===== src/sv/utm_pkg.sv =====
// ----------------------------------------------------------------------------
// Usage time meter package
// Shared widths, time constants, codes and control structs of the meter.
// ----------------------------------------------------------------------------
package utm_pkg;

   // field widths
   localparam int CMD_W        = 2;
   localparam int TYPE_W       = 4;
   localparam int SECS_W       = 31;
   localparam int DAYS_W       = 15;
   localparam int PART_W       = 8;
   localparam int SHOWN_DAYS_W = 15;
   localparam int SHOWN_HRS_W  = 20;
   localparam int SHOWN_MS_W   = 6;
   localparam int LEVEL_W      = 2;
   localparam int CSR_IDX_W    = 3;
   localparam int CSR_DATA_W   = 15;
   localparam int THR_W        = 32;

   // time constants
   localparam logic [31:0] SECS_PER_DAY  = 32'd86400;
   localparam logic [31:0] SECS_PER_HOUR = 32'd3600;
   localparam logic [31:0] SECS_PER_MIN  = 32'd60;

   typedef enum logic [CMD_W-1:0] {
      CMD_ADD    = 2'd0,
      CMD_CLEAR  = 2'd1,
      CMD_PRESET = 2'd2
   } cmd_type;

   typedef enum logic [LEVEL_W-1:0] {
      LEVEL_NORMAL = 2'd0,
      LEVEL_WARN   = 2'd1,
      LEVEL_ALARM  = 2'd2
   } level_type;

   typedef enum logic [CSR_IDX_W-1:0] {
      CSR_METER_TYPE     = 3'd0,
      CSR_HOUR_MODE      = 3'd1,
      CSR_MONITOR_ENABLE = 3'd2,
      CSR_WARN_DAYS      = 3'd3,
      CSR_WARN_HOURS     = 3'd4,
      CSR_ALARM_DAYS     = 3'd5,
      CSR_ALARM_HOURS    = 3'd6
   } csr_idx_type;

   // settings seen by the datapath, thresholds already in seconds
   typedef struct packed {
      logic [TYPE_W-1:0] meter_type;
      logic              hour_mode;
      logic              monitor_enable;
      logic [THR_W-1:0]  warn_thr;
      logic [THR_W-1:0]  alarm_thr;
   } cfg_type;

   // count after one item, handed from the counter to the display pipeline
   typedef struct packed {
      logic              valid;
      logic [SECS_W-1:0] count;
      logic              update;
      logic              check;
   } snap_type;

endpackage


===== src/sv/utm_req_if.sv =====
// ----------------------------------------------------------------------------
// Meter command channel
// Valid/ready channel carrying one meter command item.
// ----------------------------------------------------------------------------
interface utm_req_if;
   import utm_pkg::*;

   logic                valid;
   logic                ready;
   logic [CMD_W-1:0]    command;
   logic [TYPE_W-1:0]   item_type;
   logic [SECS_W-1:0]   amount_seconds;
   logic [DAYS_W-1:0]   load_days;
   logic [PART_W-1:0]   load_hours;
   logic [PART_W-1:0]   load_minutes;
   logic [PART_W-1:0]   load_seconds;

   modport source (
      output valid, command, item_type, amount_seconds,
             load_days, load_hours, load_minutes, load_seconds,
      input  ready
   );

   modport sink (
      input  valid, command, item_type, amount_seconds,
             load_days, load_hours, load_minutes, load_seconds,
      output ready
   );

endinterface


===== src/sv/utm_rsp_if.sv =====
// ----------------------------------------------------------------------------
// Meter result channel
// Valid/ready channel carrying the shown time and threshold level.
// ----------------------------------------------------------------------------
interface utm_rsp_if;
   import utm_pkg::*;

   logic                    valid;
   logic                    ready;
   logic [SHOWN_DAYS_W-1:0] shown_days;
   logic [SHOWN_HRS_W-1:0]  shown_hours;
   logic [SHOWN_MS_W-1:0]   shown_minutes;
   logic [SHOWN_MS_W-1:0]   shown_seconds;
   logic                    display_update;
   logic [LEVEL_W-1:0]      level;

   modport source (
      output valid, shown_days, shown_hours, shown_minutes, shown_seconds,
             display_update, level,
      input  ready
   );

   modport sink (
      input  valid, shown_days, shown_hours, shown_minutes, shown_seconds,
             display_update, level,
      output ready
   );

endinterface


===== src/sv/utm_csr_if.sv =====
// ----------------------------------------------------------------------------
// Meter register write channel
// Valid/ready channel carrying a register index and write data.
// ----------------------------------------------------------------------------
interface utm_csr_if;
   import utm_pkg::*;

   logic                  valid;
   logic                  ready;
   logic [CSR_IDX_W-1:0]  index;
   logic [CSR_DATA_W-1:0] data;

   modport source (output valid, index, data, input ready);
   modport sink   (input valid, index, data, output ready);

endinterface


===== src/sv/utm_csr.sv =====
// ----------------------------------------------------------------------------
// Meter settings registers
// Holds the settings and keeps both thresholds converted to seconds.
// ----------------------------------------------------------------------------
module utm_csr (
   input  logic            clock,
   input  logic            reset,
   utm_csr_if.sink         csr_chan,
   output utm_pkg::cfg_type cfg
);
   import utm_pkg::*;

   logic [TYPE_W-1:0] meter_type_ff;
   logic              hour_mode_ff;
   logic              monitor_enable_ff;
   logic [DAYS_W-1:0] warn_days_ff;
   logic [PART_W-1:0] warn_hours_ff;
   logic [DAYS_W-1:0] alarm_days_ff;
   logic [PART_W-1:0] alarm_hours_ff;
   logic [THR_W-1:0]  warn_thr_ff;
   logic [THR_W-1:0]  warn_thr_in;
   logic [THR_W-1:0]  alarm_thr_ff;
   logic [THR_W-1:0]  alarm_thr_in;

   // writes are always taken
   assign csr_chan.ready = 1'b1;

   // store a written register, ignore indexes past the list
   always_ff @(posedge clock) begin
      if (reset) begin
         meter_type_ff     <= '0;
         hour_mode_ff      <= 1'b0;
         monitor_enable_ff <= 1'b0;
         warn_days_ff      <= '0;
         warn_hours_ff     <= '0;
         alarm_days_ff     <= '0;
         alarm_hours_ff    <= '0;
      end else if (csr_chan.valid) begin
         case (csr_idx_type'(csr_chan.index))
            CSR_METER_TYPE:     meter_type_ff     <= csr_chan.data[TYPE_W-1:0];
            CSR_HOUR_MODE:      hour_mode_ff      <= csr_chan.data[0];
            CSR_MONITOR_ENABLE: monitor_enable_ff <= csr_chan.data[0];
            CSR_WARN_DAYS:      warn_days_ff      <= csr_chan.data[DAYS_W-1:0];
            CSR_WARN_HOURS:     warn_hours_ff     <= csr_chan.data[PART_W-1:0];
            CSR_ALARM_DAYS:     alarm_days_ff     <= csr_chan.data[DAYS_W-1:0];
            CSR_ALARM_HOURS:    alarm_hours_ff    <= csr_chan.data[PART_W-1:0];
            default: ;
         endcase
      end
   end

   // convert thresholds to seconds; the value never exceeds 32 bits
   assign warn_thr_in  = THR_W'(warn_days_ff) * SECS_PER_DAY
                       + THR_W'(warn_hours_ff) * SECS_PER_HOUR;
   assign alarm_thr_in = THR_W'(alarm_days_ff) * SECS_PER_DAY
                       + THR_W'(alarm_hours_ff) * SECS_PER_HOUR;

   always_ff @(posedge clock) begin
      if (reset) begin
         warn_thr_ff  <= '0;
         alarm_thr_ff <= '0;
      end else begin
         warn_thr_ff  <= warn_thr_in;
         alarm_thr_ff <= alarm_thr_in;
      end
   end

   assign cfg.meter_type     = meter_type_ff;
   assign cfg.hour_mode      = hour_mode_ff;
   assign cfg.monitor_enable = monitor_enable_ff;
   assign cfg.warn_thr       = warn_thr_ff;
   assign cfg.alarm_thr      = alarm_thr_ff;

endmodule


===== src/sv/utm_front.sv =====
// ----------------------------------------------------------------------------
// Meter command front end
// Registers each command item and applies it to the running second count.
// ----------------------------------------------------------------------------
module utm_front (
   input  logic              clock,
   input  logic              reset,
   utm_req_if.sink           req_chan,
   input  utm_pkg::cfg_type  cfg,
   output utm_pkg::snap_type snap,
   input  logic              snap_ready
);
   import utm_pkg::*;

   typedef struct packed {
      cmd_type           cmd;
      logic              match;
      logic [SECS_W-1:0] amount;
      logic [SECS_W-1:0] preset;
   } entry_type;

   entry_type         in_ff;
   entry_type         in_in;
   logic              in_vld_ff;
   logic              in_vld_in;
   logic              in_rdy;
   logic [31:0]       preset_total;

   logic              snap_vld_ff;
   logic              snap_vld_in;
   logic              snap_rdy;
   logic [SECS_W-1:0] snap_count_ff;
   logic              snap_update_ff;
   logic              snap_check_ff;

   logic [SECS_W-1:0] count_ff;
   logic [SECS_W-1:0] count_in;
   logic [SECS_W:0]   sum;
   logic              update;
   logic              check;
   logic              adv;

   // handshake: each stage takes a new item when empty or draining
   assign snap_rdy       = !snap_vld_ff || snap_ready;
   assign in_rdy         = !in_vld_ff || snap_rdy;
   assign adv            = in_vld_ff && snap_rdy;
   assign req_chan.ready = in_rdy;
   assign in_vld_in      = in_rdy ? req_chan.valid : in_vld_ff;
   assign snap_vld_in    = snap_rdy ? in_vld_ff : snap_vld_ff;

   // decode the item and fold the preset parts into seconds on the way in
   always_comb begin
      preset_total = 32'(req_chan.load_days) * SECS_PER_DAY
                   + 32'(req_chan.load_hours) * SECS_PER_HOUR
                   + 32'(req_chan.load_minutes) * SECS_PER_MIN
                   + 32'(req_chan.load_seconds);
      in_in.cmd    = cmd_type'(req_chan.command);
      in_in.match  = (req_chan.item_type == cfg.meter_type);
      in_in.amount = req_chan.amount_seconds;
      in_in.preset = preset_total[31] ? '0 : preset_total[SECS_W-1:0];
   end

   always_ff @(posedge clock) begin
      if (reset) begin
         in_vld_ff <= 1'b0;
      end else begin
         in_vld_ff <= in_vld_in;
      end
   end

   always_ff @(posedge clock) begin
      if (in_rdy) begin
         in_ff <= in_in;
      end
   end

   // apply the command to the count; an overflowing sum clears it
   always_comb begin
      sum      = {1'b0, count_ff} + {1'b0, in_ff.amount};
      count_in = count_ff;
      update   = 1'b0;
      check    = 1'b0;
      case (in_ff.cmd)
         CMD_ADD: begin
            if (in_ff.match) begin
               if (in_ff.amount != '0) begin
                  count_in = sum[SECS_W] ? '0 : sum[SECS_W-1:0];
                  update   = 1'b1;
               end
               check = cfg.monitor_enable;
            end
         end
         CMD_CLEAR: begin
            count_in = '0;
            update   = 1'b1;
         end
         CMD_PRESET: begin
            count_in = in_ff.preset;
         end
         default: ;
      endcase
   end

   always_ff @(posedge clock) begin
      if (reset) begin
         count_ff    <= '0;
         snap_vld_ff <= 1'b0;
      end else begin
         snap_vld_ff <= snap_vld_in;
         if (adv) begin
            count_ff <= count_in;
         end
      end
   end

   always_ff @(posedge clock) begin
      if (adv) begin
         snap_count_ff  <= count_in;
         snap_update_ff <= update;
         snap_check_ff  <= check;
      end
   end

   assign snap.valid  = snap_vld_ff;
   assign snap.count  = snap_count_ff;
   assign snap.update = snap_update_ff;
   assign snap.check  = snap_check_ff;

`ifndef SYNTH
   a_count_holds_when_idle: assert property (@(posedge clock) disable iff (reset)
      !adv |=> $stable(count_ff))
      else $error("count changed without an item");

   a_snap_tracks_count: assert property (@(posedge clock) disable iff (reset)
      adv |=> (snap_count_ff == count_ff))
      else $error("snapshot differs from count");

   a_clear_zeroes_count: assert property (@(posedge clock) disable iff (reset)
      (adv && in_ff.cmd == CMD_CLEAR) |=> (count_ff == '0 && snap_update_ff))
      else $error("clear did not zero the count");
`endif

endmodule


===== src/sv/utm_show.sv =====
// ----------------------------------------------------------------------------
// Meter display pipeline
// Splits a second count into days, hours, minutes and seconds and grades
// it against the thresholds; the last stage is the result register.
// ----------------------------------------------------------------------------
module utm_show (
   input  logic              clock,
   input  logic              reset,
   input  utm_pkg::snap_type snap,
   output logic              snap_ready,
   input  utm_pkg::cfg_type  cfg,
   utm_rsp_if.source         rsp_chan
);
   import utm_pkg::*;

   localparam int STAGES = 6;
   localparam logic [19:0] HOURS_PER_DAY = 20'd24;

   // reciprocals for exact division of bounded values by odd factors:
   // day = (count >> 7) / 675, hour = (rest >> 4) / 225, min = (rest >> 2) / 15
   localparam longint unsigned DAY_RECIP_FULL = ((64'd1 << 34) + 64'd674) / 64'd675;
   localparam longint unsigned HR_RECIP_FULL  = ((64'd1 << 21) + 64'd224) / 64'd225;
   localparam longint unsigned MIN_RECIP_FULL = ((64'd1 << 14) + 64'd14) / 64'd15;
   localparam logic [24:0] DAY_RECIP = 25'(DAY_RECIP_FULL);
   localparam logic [13:0] HR_RECIP  = 14'(HR_RECIP_FULL);
   localparam logic [10:0] MIN_RECIP = 11'(MIN_RECIP_FULL);

   typedef struct packed {
      logic        update;
      level_type   level;
   } tag_type;

   typedef struct packed {
      tag_type           tag;
      logic [SECS_W-1:0] count;
      logic [14:0]       days;
   } s1_type;

   typedef struct packed {
      tag_type     tag;
      logic [14:0] days;
      logic [16:0] restd;
   } s2_type;

   typedef struct packed {
      tag_type     tag;
      logic [14:0] days;
      logic [16:0] restd;
      logic [4:0]  hr;
   } s3_type;

   typedef struct packed {
      tag_type     tag;
      logic [14:0] days;
      logic [19:0] hours;
      logic [11:0] resth;
   } s4_type;

   typedef struct packed {
      tag_type     tag;
      logic [14:0] days;
      logic [19:0] hours;
      logic [11:0] resth;
      logic [5:0]  mins;
   } s5_type;

   typedef struct packed {
      tag_type     tag;
      logic [14:0] days;
      logic [19:0] hours;
      logic [5:0]  mins;
      logic [5:0]  secs;
   } s6_type;

   logic [STAGES-1:0] vld_ff;
   logic [STAGES-1:0] vld_in;
   logic [STAGES-1:0] rdy;

   s1_type s1_ff, s1_in;
   s2_type s2_ff, s2_in;
   s3_type s3_ff, s3_in;
   s4_type s4_ff, s4_in;
   s5_type s5_ff, s5_in;
   s6_type s6_ff, s6_in;

   logic [48:0] day_prod;
   logic [26:0] hr_prod;
   logic [20:0] min_prod;
   level_type   level;

   // stage handshake: a stage loads when empty or when its item moves on
   always_comb begin
      rdy[STAGES-1] = !vld_ff[STAGES-1] || rsp_chan.ready;
      for (int k = STAGES - 2; k >= 0; k--) begin
         rdy[k] = !vld_ff[k] || rdy[k+1];
      end
      vld_in[0] = rdy[0] ? snap.valid : vld_ff[0];
      for (int k = 1; k < STAGES; k++) begin
         vld_in[k] = rdy[k] ? vld_ff[k-1] : vld_ff[k];
      end
   end

   assign snap_ready = rdy[0];

   always_ff @(posedge clock) begin
      if (reset) begin
         vld_ff <= '0;
      end else begin
         vld_ff <= vld_in;
      end
   end

   // grade the count and take whole days
   always_comb begin
      level = LEVEL_NORMAL;
      if (snap.check && cfg.alarm_thr != '0 && {1'b0, snap.count} > cfg.alarm_thr) begin
         level = LEVEL_ALARM;
      end else if (snap.check && cfg.warn_thr != '0
                   && {1'b0, snap.count} > cfg.warn_thr) begin
         level = LEVEL_WARN;
      end
      day_prod         = 49'(snap.count[SECS_W-1:7]) * 49'(DAY_RECIP);
      s1_in.tag.update = snap.update;
      s1_in.tag.level  = level;
      s1_in.count      = snap.count;
      s1_in.days       = day_prod[48:34];
   end

   // remainder within the day
   always_comb begin
      s2_in.tag   = s1_ff.tag;
      s2_in.days  = s1_ff.days;
      s2_in.restd = 17'(s1_ff.count - SECS_W'(s1_ff.days) * SECS_W'(SECS_PER_DAY));
   end

   // hour within the day
   always_comb begin
      hr_prod     = 27'(s2_ff.restd[16:4]) * 27'(HR_RECIP);
      s3_in.tag   = s2_ff.tag;
      s3_in.days  = s2_ff.days;
      s3_in.restd = s2_ff.restd;
      s3_in.hr    = hr_prod[25:21];
   end

   // remainder within the hour; fold days into hours in hour mode
   always_comb begin
      s4_in.tag   = s3_ff.tag;
      s4_in.resth = 12'(s3_ff.restd - 17'(s3_ff.hr) * 17'(SECS_PER_HOUR));
      if (cfg.hour_mode) begin
         s4_in.days  = '0;
         s4_in.hours = 20'(s3_ff.days) * HOURS_PER_DAY + 20'(s3_ff.hr);
      end else begin
         s4_in.days  = s3_ff.days;
         s4_in.hours = 20'(s3_ff.hr);
      end
   end

   // minute within the hour
   always_comb begin
      min_prod    = 21'(s4_ff.resth[11:2]) * 21'(MIN_RECIP);
      s5_in.tag   = s4_ff.tag;
      s5_in.days  = s4_ff.days;
      s5_in.hours = s4_ff.hours;
      s5_in.resth = s4_ff.resth;
      s5_in.mins  = min_prod[19:14];
   end

   // second within the minute
   always_comb begin
      s6_in.tag   = s5_ff.tag;
      s6_in.days  = s5_ff.days;
      s6_in.hours = s5_ff.hours;
      s6_in.mins  = s5_ff.mins;
      s6_in.secs  = 6'(s5_ff.resth - 12'(s5_ff.mins) * 12'(SECS_PER_MIN));
   end

   always_ff @(posedge clock) begin
      if (rdy[0]) s1_ff <= s1_in;
      if (rdy[1]) s2_ff <= s2_in;
      if (rdy[2]) s3_ff <= s3_in;
      if (rdy[3]) s4_ff <= s4_in;
      if (rdy[4]) s5_ff <= s5_in;
      if (rdy[5]) s6_ff <= s6_in;
   end

   assign rsp_chan.valid          = vld_ff[STAGES-1];
   assign rsp_chan.shown_days     = s6_ff.days;
   assign rsp_chan.shown_hours    = s6_ff.hours;
   assign rsp_chan.shown_minutes  = s6_ff.mins;
   assign rsp_chan.shown_seconds  = s6_ff.secs;
   assign rsp_chan.display_update = s6_ff.tag.update;
   assign rsp_chan.level          = s6_ff.tag.level;

`ifndef SYNTH
   a_day_rest_in_range: assert property (@(posedge clock) disable iff (reset)
      vld_ff[1] |-> (s2_ff.restd < 17'(SECS_PER_DAY)))
      else $error("day remainder out of range");

   a_hour_rest_in_range: assert property (@(posedge clock) disable iff (reset)
      vld_ff[3] |-> (s4_ff.resth < 12'(SECS_PER_HOUR)))
      else $error("hour remainder out of range");

   a_min_sec_in_range: assert property (@(posedge clock) disable iff (reset)
      vld_ff[5] |-> (s6_ff.mins < 6'(SECS_PER_MIN) && s6_ff.secs < 6'(SECS_PER_MIN)))
      else $error("minute or second out of range");
`endif

endmodule


===== src/sv/usage_time_meter_with_thresholds_unit.sv =====
// ----------------------------------------------------------------------------
// Usage time meter with thresholds
// Running usage count in seconds with add, clear and preset commands,
// a day/hour/minute/second display and warning and alarm grading.
//
//   channel    direction  handshake      carries
//   req_chan   in         valid/ready    command, type, amount, preset parts
//   rsp_chan   out        valid/ready    shown time, display update, level
//   csr_chan   in         valid/ready    register index and write data
//
// One item is taken every cycle unless a stalled rsp_chan has filled the
// pipeline; its result passes the input register, the count register and
// six display stages. Reset clears count, settings and all stage valids.
// A stalled result holds only its own stage; upstream stages keep filling
// until the pipeline is full, then req_chan.ready drops.
// Writes are stored when taken; the thresholds in seconds are registered again.
// ----------------------------------------------------------------------------
module usage_time_meter_with_thresholds_unit (
   input  logic       clock,
   input  logic       reset,
   utm_req_if.sink    req_chan,
   utm_rsp_if.source  rsp_chan,
   utm_csr_if.sink    csr_chan
);
   import utm_pkg::*;

   cfg_type  cfg;
   snap_type snap;
   logic     snap_ready;

   utm_csr u_csr (
      .clock    (clock),
      .reset    (reset),
      .csr_chan (csr_chan),
      .cfg      (cfg)
   );

   utm_front u_front (
      .clock      (clock),
      .reset      (reset),
      .req_chan   (req_chan),
      .cfg        (cfg),
      .snap       (snap),
      .snap_ready (snap_ready)
   );

   utm_show u_show (
      .clock      (clock),
      .reset      (reset),
      .snap       (snap),
      .snap_ready (snap_ready),
      .cfg        (cfg),
      .rsp_chan   (rsp_chan)
   );

endmodule

===== src/flat_wrapper.sv =====
// flat-port wrapper written by rule: the top's interface ports become plain ports
module usage_time_meter_with_thresholds_unit_flat import utm_pkg::*;
  (clock, reset, req_chan_valid, req_chan_command, req_chan_item_type, req_chan_amount_seconds, req_chan_load_days, req_chan_load_hours, req_chan_load_minutes, req_chan_load_seconds, req_chan_ready, rsp_chan_valid, rsp_chan_shown_days, rsp_chan_shown_hours, rsp_chan_shown_minutes, rsp_chan_shown_seconds, rsp_chan_display_update, rsp_chan_level, rsp_chan_ready, csr_chan_valid, csr_chan_index, csr_chan_data, csr_chan_ready);
  utm_req_if req_chan_i ();
  utm_rsp_if rsp_chan_i ();
  utm_csr_if csr_chan_i ();
  input  logic clock;
  input  logic reset;
  input wire logic [$bits(req_chan_i.valid)-1:0] req_chan_valid;
  input wire logic [$bits(req_chan_i.command)-1:0] req_chan_command;
  input wire logic [$bits(req_chan_i.item_type)-1:0] req_chan_item_type;
  input wire logic [$bits(req_chan_i.amount_seconds)-1:0] req_chan_amount_seconds;
  input wire logic [$bits(req_chan_i.load_days)-1:0] req_chan_load_days;
  input wire logic [$bits(req_chan_i.load_hours)-1:0] req_chan_load_hours;
  input wire logic [$bits(req_chan_i.load_minutes)-1:0] req_chan_load_minutes;
  input wire logic [$bits(req_chan_i.load_seconds)-1:0] req_chan_load_seconds;
  output wire logic [$bits(req_chan_i.ready)-1:0] req_chan_ready;
  output wire logic [$bits(rsp_chan_i.valid)-1:0] rsp_chan_valid;
  output wire logic [$bits(rsp_chan_i.shown_days)-1:0] rsp_chan_shown_days;
  output wire logic [$bits(rsp_chan_i.shown_hours)-1:0] rsp_chan_shown_hours;
  output wire logic [$bits(rsp_chan_i.shown_minutes)-1:0] rsp_chan_shown_minutes;
  output wire logic [$bits(rsp_chan_i.shown_seconds)-1:0] rsp_chan_shown_seconds;
  output wire logic [$bits(rsp_chan_i.display_update)-1:0] rsp_chan_display_update;
  output wire logic [$bits(rsp_chan_i.level)-1:0] rsp_chan_level;
  input wire logic [$bits(rsp_chan_i.ready)-1:0] rsp_chan_ready;
  input wire logic [$bits(csr_chan_i.valid)-1:0] csr_chan_valid;
  input wire logic [$bits(csr_chan_i.index)-1:0] csr_chan_index;
  input wire logic [$bits(csr_chan_i.data)-1:0] csr_chan_data;
  output wire logic [$bits(csr_chan_i.ready)-1:0] csr_chan_ready;
  assign req_chan_i.valid = req_chan_valid;
  assign req_chan_i.command = req_chan_command;
  assign req_chan_i.item_type = req_chan_item_type;
  assign req_chan_i.amount_seconds = req_chan_amount_seconds;
  assign req_chan_i.load_days = req_chan_load_days;
  assign req_chan_i.load_hours = req_chan_load_hours;
  assign req_chan_i.load_minutes = req_chan_load_minutes;
  assign req_chan_i.load_seconds = req_chan_load_seconds;
  assign req_chan_ready = req_chan_i.ready;
  assign rsp_chan_valid = rsp_chan_i.valid;
  assign rsp_chan_shown_days = rsp_chan_i.shown_days;
  assign rsp_chan_shown_hours = rsp_chan_i.shown_hours;
  assign rsp_chan_shown_minutes = rsp_chan_i.shown_minutes;
  assign rsp_chan_shown_seconds = rsp_chan_i.shown_seconds;
  assign rsp_chan_display_update = rsp_chan_i.display_update;
  assign rsp_chan_level = rsp_chan_i.level;
  assign rsp_chan_i.ready = rsp_chan_ready;
  assign csr_chan_i.valid = csr_chan_valid;
  assign csr_chan_i.index = csr_chan_index;
  assign csr_chan_i.data = csr_chan_data;
  assign csr_chan_ready = csr_chan_i.ready;
  usage_time_meter_with_thresholds_unit u_core (.clock(clock), .reset(reset), .req_chan(req_chan_i), .rsp_chan(rsp_chan_i), .csr_chan(csr_chan_i));
endmodule

===== config.mk =====
export PLATFORM = sky130hd
export DESIGN_NAME = usage_time_meter_with_thresholds_unit_flat
export DESIGN_NICKNAME = d
export VERILOG_FILES = /design/src/sv/utm_pkg.sv /design/src/sv/utm_req_if.sv /design/src/sv/utm_rsp_if.sv /design/src/sv/utm_csr_if.sv /design/src/sv/utm_csr.sv /design/src/sv/utm_front.sv /design/src/sv/utm_show.sv /design/src/sv/usage_time_meter_with_thresholds_unit.sv /design/src/flat_wrapper.sv
export SDC_FILE = /design/constraint.sdc
export NUM_CORES = 2
export LEC_CHECK = 0
export BUFFER_PORTS_ARGS = -buffer_cell sky130_fd_sc_hd__buf_2
export CELL_PAD_IN_SITES_DETAIL_PLACEMENT = 1
export CELL_PAD_IN_SITES_GLOBAL_PLACEMENT = 1
export CORE_MARGIN = 2
export CORE_UTILIZATION = 45
export DETAILED_ROUTE_END_ITERATION = 7
export HOLD_SLACK_MARGIN = 0.08
export PLACE_DENSITY = 0.83
export SYNTH_ARGS = -nofsm -noshare
export SYNTH_HDL_FRONTEND = slang
export SYNTH_SLANG_ARGS = --single-unit

===== constraint.sdc =====
create_clock -name clock -period 16.9 [get_ports clock]
set_input_delay 2.535 -clock clock [delete_from_list [all_inputs] [get_ports clock]]
set_output_delay 2.535 -clock clock [all_outputs]
set_load 0.03 [all_outputs]

==> qor.yml <==
outcome: "complete, no violations"
die-area_um2: 111000
dpl.hpwl_mm: 105
fp.dieW_um: 333
io_buffers: 150
drv_slew: 0
grt_usage_pct: 23.2
reg2reg_depth: 21
cts_hold_buffers: 0
pre_cts_ws_ns: 7.57
max-cap-violations: 0
fin_crit_sh_pct: 51.2
cp-end-kind: "flop"
use_met3_pct: 2.65
clk_pin_slew_ns: 0.06
pin_count: 152
met2_usage_pct: 44.0
crit_arrival_ns: 9.09
ctsResizeCount: 0
crit_fanout: 29
rsz0062_at_grt: "no"
whs_ns: 0.418
synthArstFlopShare_pct: 0
num_vias: 34833
drtPass1Iterations: 6
fin_skew_ns: 0.0461
path_class: "in -> reg"
min_period_ns: 8.65
clock_path_buffers: 3
fp-row-count: 120
grt_first_pass_wirelength_mm: 207
cts_setup_buffers: 0
grt_remaining_overflow: 0
synth_edf_count: 353
cp.required_ns: 17.34
placed_area_um2: 50900
grt_start_max_net_pins: 89
synthToLayoutAreaGrowth_pct: 8.60
r2r_start: "u_core.u_front.snap_count_ff[23]"
postLayoutCellArea_um2: 52800
max-slew-margin-rel_pct: 22.8
holdPathStages: 0
setup_ws_ns: 8.25
fmax_ghz: 0.116
ant_nets: 0
clkLatencyLatePin_ns: 0.66
yosysSeqAreaShare_pct: 27.9
clock_sinks: 500
cts_buffers: 54
top_usage_layer: "met2"
hp-class: "reg -> reg"
grt_pass1_vias: 39441
netlist_area_um2: 48600
synth_nets: 6159
drt_iter0_drc: 1575
fp.coreArea_um2: 107000
r2r_end: "u_core.u_show.s1_ff[9]"
layout-drive-gt1-share_pct: 6.28
min_to: "u_core.u_show.s4_ff[48]"
via_per_inst: 5.51
cp-start-kind: "input pin"
met1_usage_pct: 27.1
finalHoldViolations: 0
cts_tree: "built"
wl_mm: 127
route.detailed.drc: 0
ys_ff_latch: 500
hold_start: "u_core.u_show.s3_ff[38]"
synth_cells: 4727
cts_max_level: 2
fill_cells: 11914
ys.flop_type: "edfxtp_1"
synthDistinctLibCells: 91
die_h_um: 333
tightest_slew_ns: 1.15
yosys_warnings: 0
antenna_found_initial: 4
nNetsFinal: 6305
place.gp.congestion: 0.905
n_antenna_cell: 0
clock-root-buffer: "clkbuf_16"
syn_area_per_cell_um2: 10.3
r2r_slack_ns: 9.67
start_util_pct: 45.4
post_drt_wl_per_cell_um: 20.2
setup_tns_ns: 0
setup_viol: 0
-- cell type report --
cell class / count / area (µm²) / area share (%)
multi-input cells: 3277 / 31500 / 59.6
well taps: 1403 / 1760 / 3.33
clock inverters: 38 / 460 / 0.872
clock buffers: 63 / 1430 / 2.70
inverters: 879 / 3300 / 6.25
repair buffers: 161 / 836 / 1.58
flip-flops and latches: 500 / 13500 / 25.7
-- kinds of logic after synthesis --
| logic type | synth area share, % |
|---|---|
| muxes | 0.299 |
| and+or+nand+nor | 8.81 |
| xor gates and xnor gates | 4.70 |
| AOI/OAI and AO/OA | 11.1 |
| other | 0.00771 |
| buffers and inverters | 7.45 |
| DFF | 27.9 |
| adders and majority gates | 39.7 |
-- layer usage --
metal | share of wire, % | routed length (µm)
met1 | 41 | 51700
met2 | 52 | 66700
met3 | 3.8 | 4900
met4 | 3.2 | 4090
met5 | 0 | 0
-- cells in the mapped netlist, types with 12 or more instances --
cell      instances  area, µm²
o21a_1           37        278
and2_1           26        163
clkbuf_1         52        195
nor2_1          199        747
o211ai_1         16        120
a31oi_1          28        175
dfxtp_1         147       2940
ha_1            982      12300
nor2b_1          50        313
o21ai_0         127        636
a222oi_1         20        200
a211oi_1         50        375
a211o_1          15        131
a21oi_1         263       1320
nor4_1           38        238
xor2_1           94        823
a22oi_1          12       90.1
and3_1           24        150
o21bai_1         31        233
nand4_1          35        219
nand3_1          47        235
or3_1            21        131
nand2_1         226        848
nor3_1           65        325
inv_1           879       3300
a21o_1          120        901
fa_1            351       7030
nor3b_1          16        120
xnor2_1         163       1430
nand2b_1         32        200
edfxtp_1        353      10600
-- worst max-delay path, stage by stage --
cell and delay, ns:
buf_2 0.13, ha_1 0.28, inv_1 0.07, fa_1 0.51
inv_1 0.05, fa_1 0.47, ha_1 0.29, inv_1 0.05
fa_1 0.50, inv_1 0.04, ha_1 0.38, nand3_1 0.16
nor2_1 0.07, a21oi_1 0.27, nand2_1 0.14, xor2_1 0.16
ha_1 0.30, ha_1 0.31, ha_1 0.39, nand3_1 0.12
a211oi_1 0.26, o21ai_1 0.21, or3_4 0.47, o31a_1 0.32
buf_4 0.25, nor4_1 0.36
-- registers in the layout (all words and copies together), names as in the netlist, 20 cells and up --
signal and cells:
u_core.u_csr.alarm_thr_ff 28, u_core.u_csr.warn_thr_ff 28, u_core.u_front.count_ff 31, u_core.u_front.in_ff 65, u_core.u_front.snap_count_ff 31, u_core.u_show.rsp_chan.shown_hours 20, u_core.u_show.s1_ff 35, u_core.u_show.s2_ff 35
u_core.u_show.s3_ff 35, u_core.u_show.s4_ff 50, u_core.u_show.s5_ff 50
-- metrics by stage --
step	instances	util [%]
finish	6321	49.3
global route	6321	49.3
CTS	6321	49.3
detailed placement	6220	47.6
global placement	6220	47.6
floorplan	4727	-
-- worst max path at each step --
stage	from	to	slack [ns]	cells past startpoint
after floorplan	req_chan_load_days[1]	u_core.u_front.in_ff[24]	8.49	27
after global placement	req_chan_load_days[1]	u_core.u_front.in_ff[10]	7.85	26
after detailed placement	req_chan_load_days[3]	u_core.u_front.in_ff[7]	7.57	26
after CTS	req_chan_load_days[3]	u_core.u_front.in_ff[7]	8.24	26
after global routing	req_chan_load_minutes[3]	u_core.u_front.in_ff[7]	7.81	27
final	req_chan_load_days[3]	u_core.u_front.in_ff[7]	8.25	26
-- cells in the final DEF, fill, tap and decap left out, types with 24 or more instances in the layout --
| cell | count |
|---|---|
| a211oi_1 | 50 |
| a21o_1 | 120 |
| a21oi_1 | 263 |
| a31oi_1 | 28 |
| and2_1 | 26 |
| and3_1 | 24 |
| buf_2 | 149 |
| clkbuf_16 | 54 |
| dfxtp_1 | 147 |
| edfxtp_1 | 353 |
| fa_1 | 351 |
| ha_1 | 982 |
| inv_1 | 876 |
| nand2_1 | 224 |
| nand2b_1 | 32 |
| nand3_1 | 46 |
| nand4_1 | 35 |
| nor2_1 | 198 |
| nor2b_1 | 50 |
| nor3_1 | 65 |
| nor4_1 | 38 |
| o21a_1 | 37 |
| o21ai_0 | 127 |
| o21bai_1 | 31 |
| xnor2_1 | 163 |
| xor2_1 | 94 |
Power is left out: the tool's default activity adds up to more than one toggle a clock period on the data nets, which glitch-free logic cannot reach.
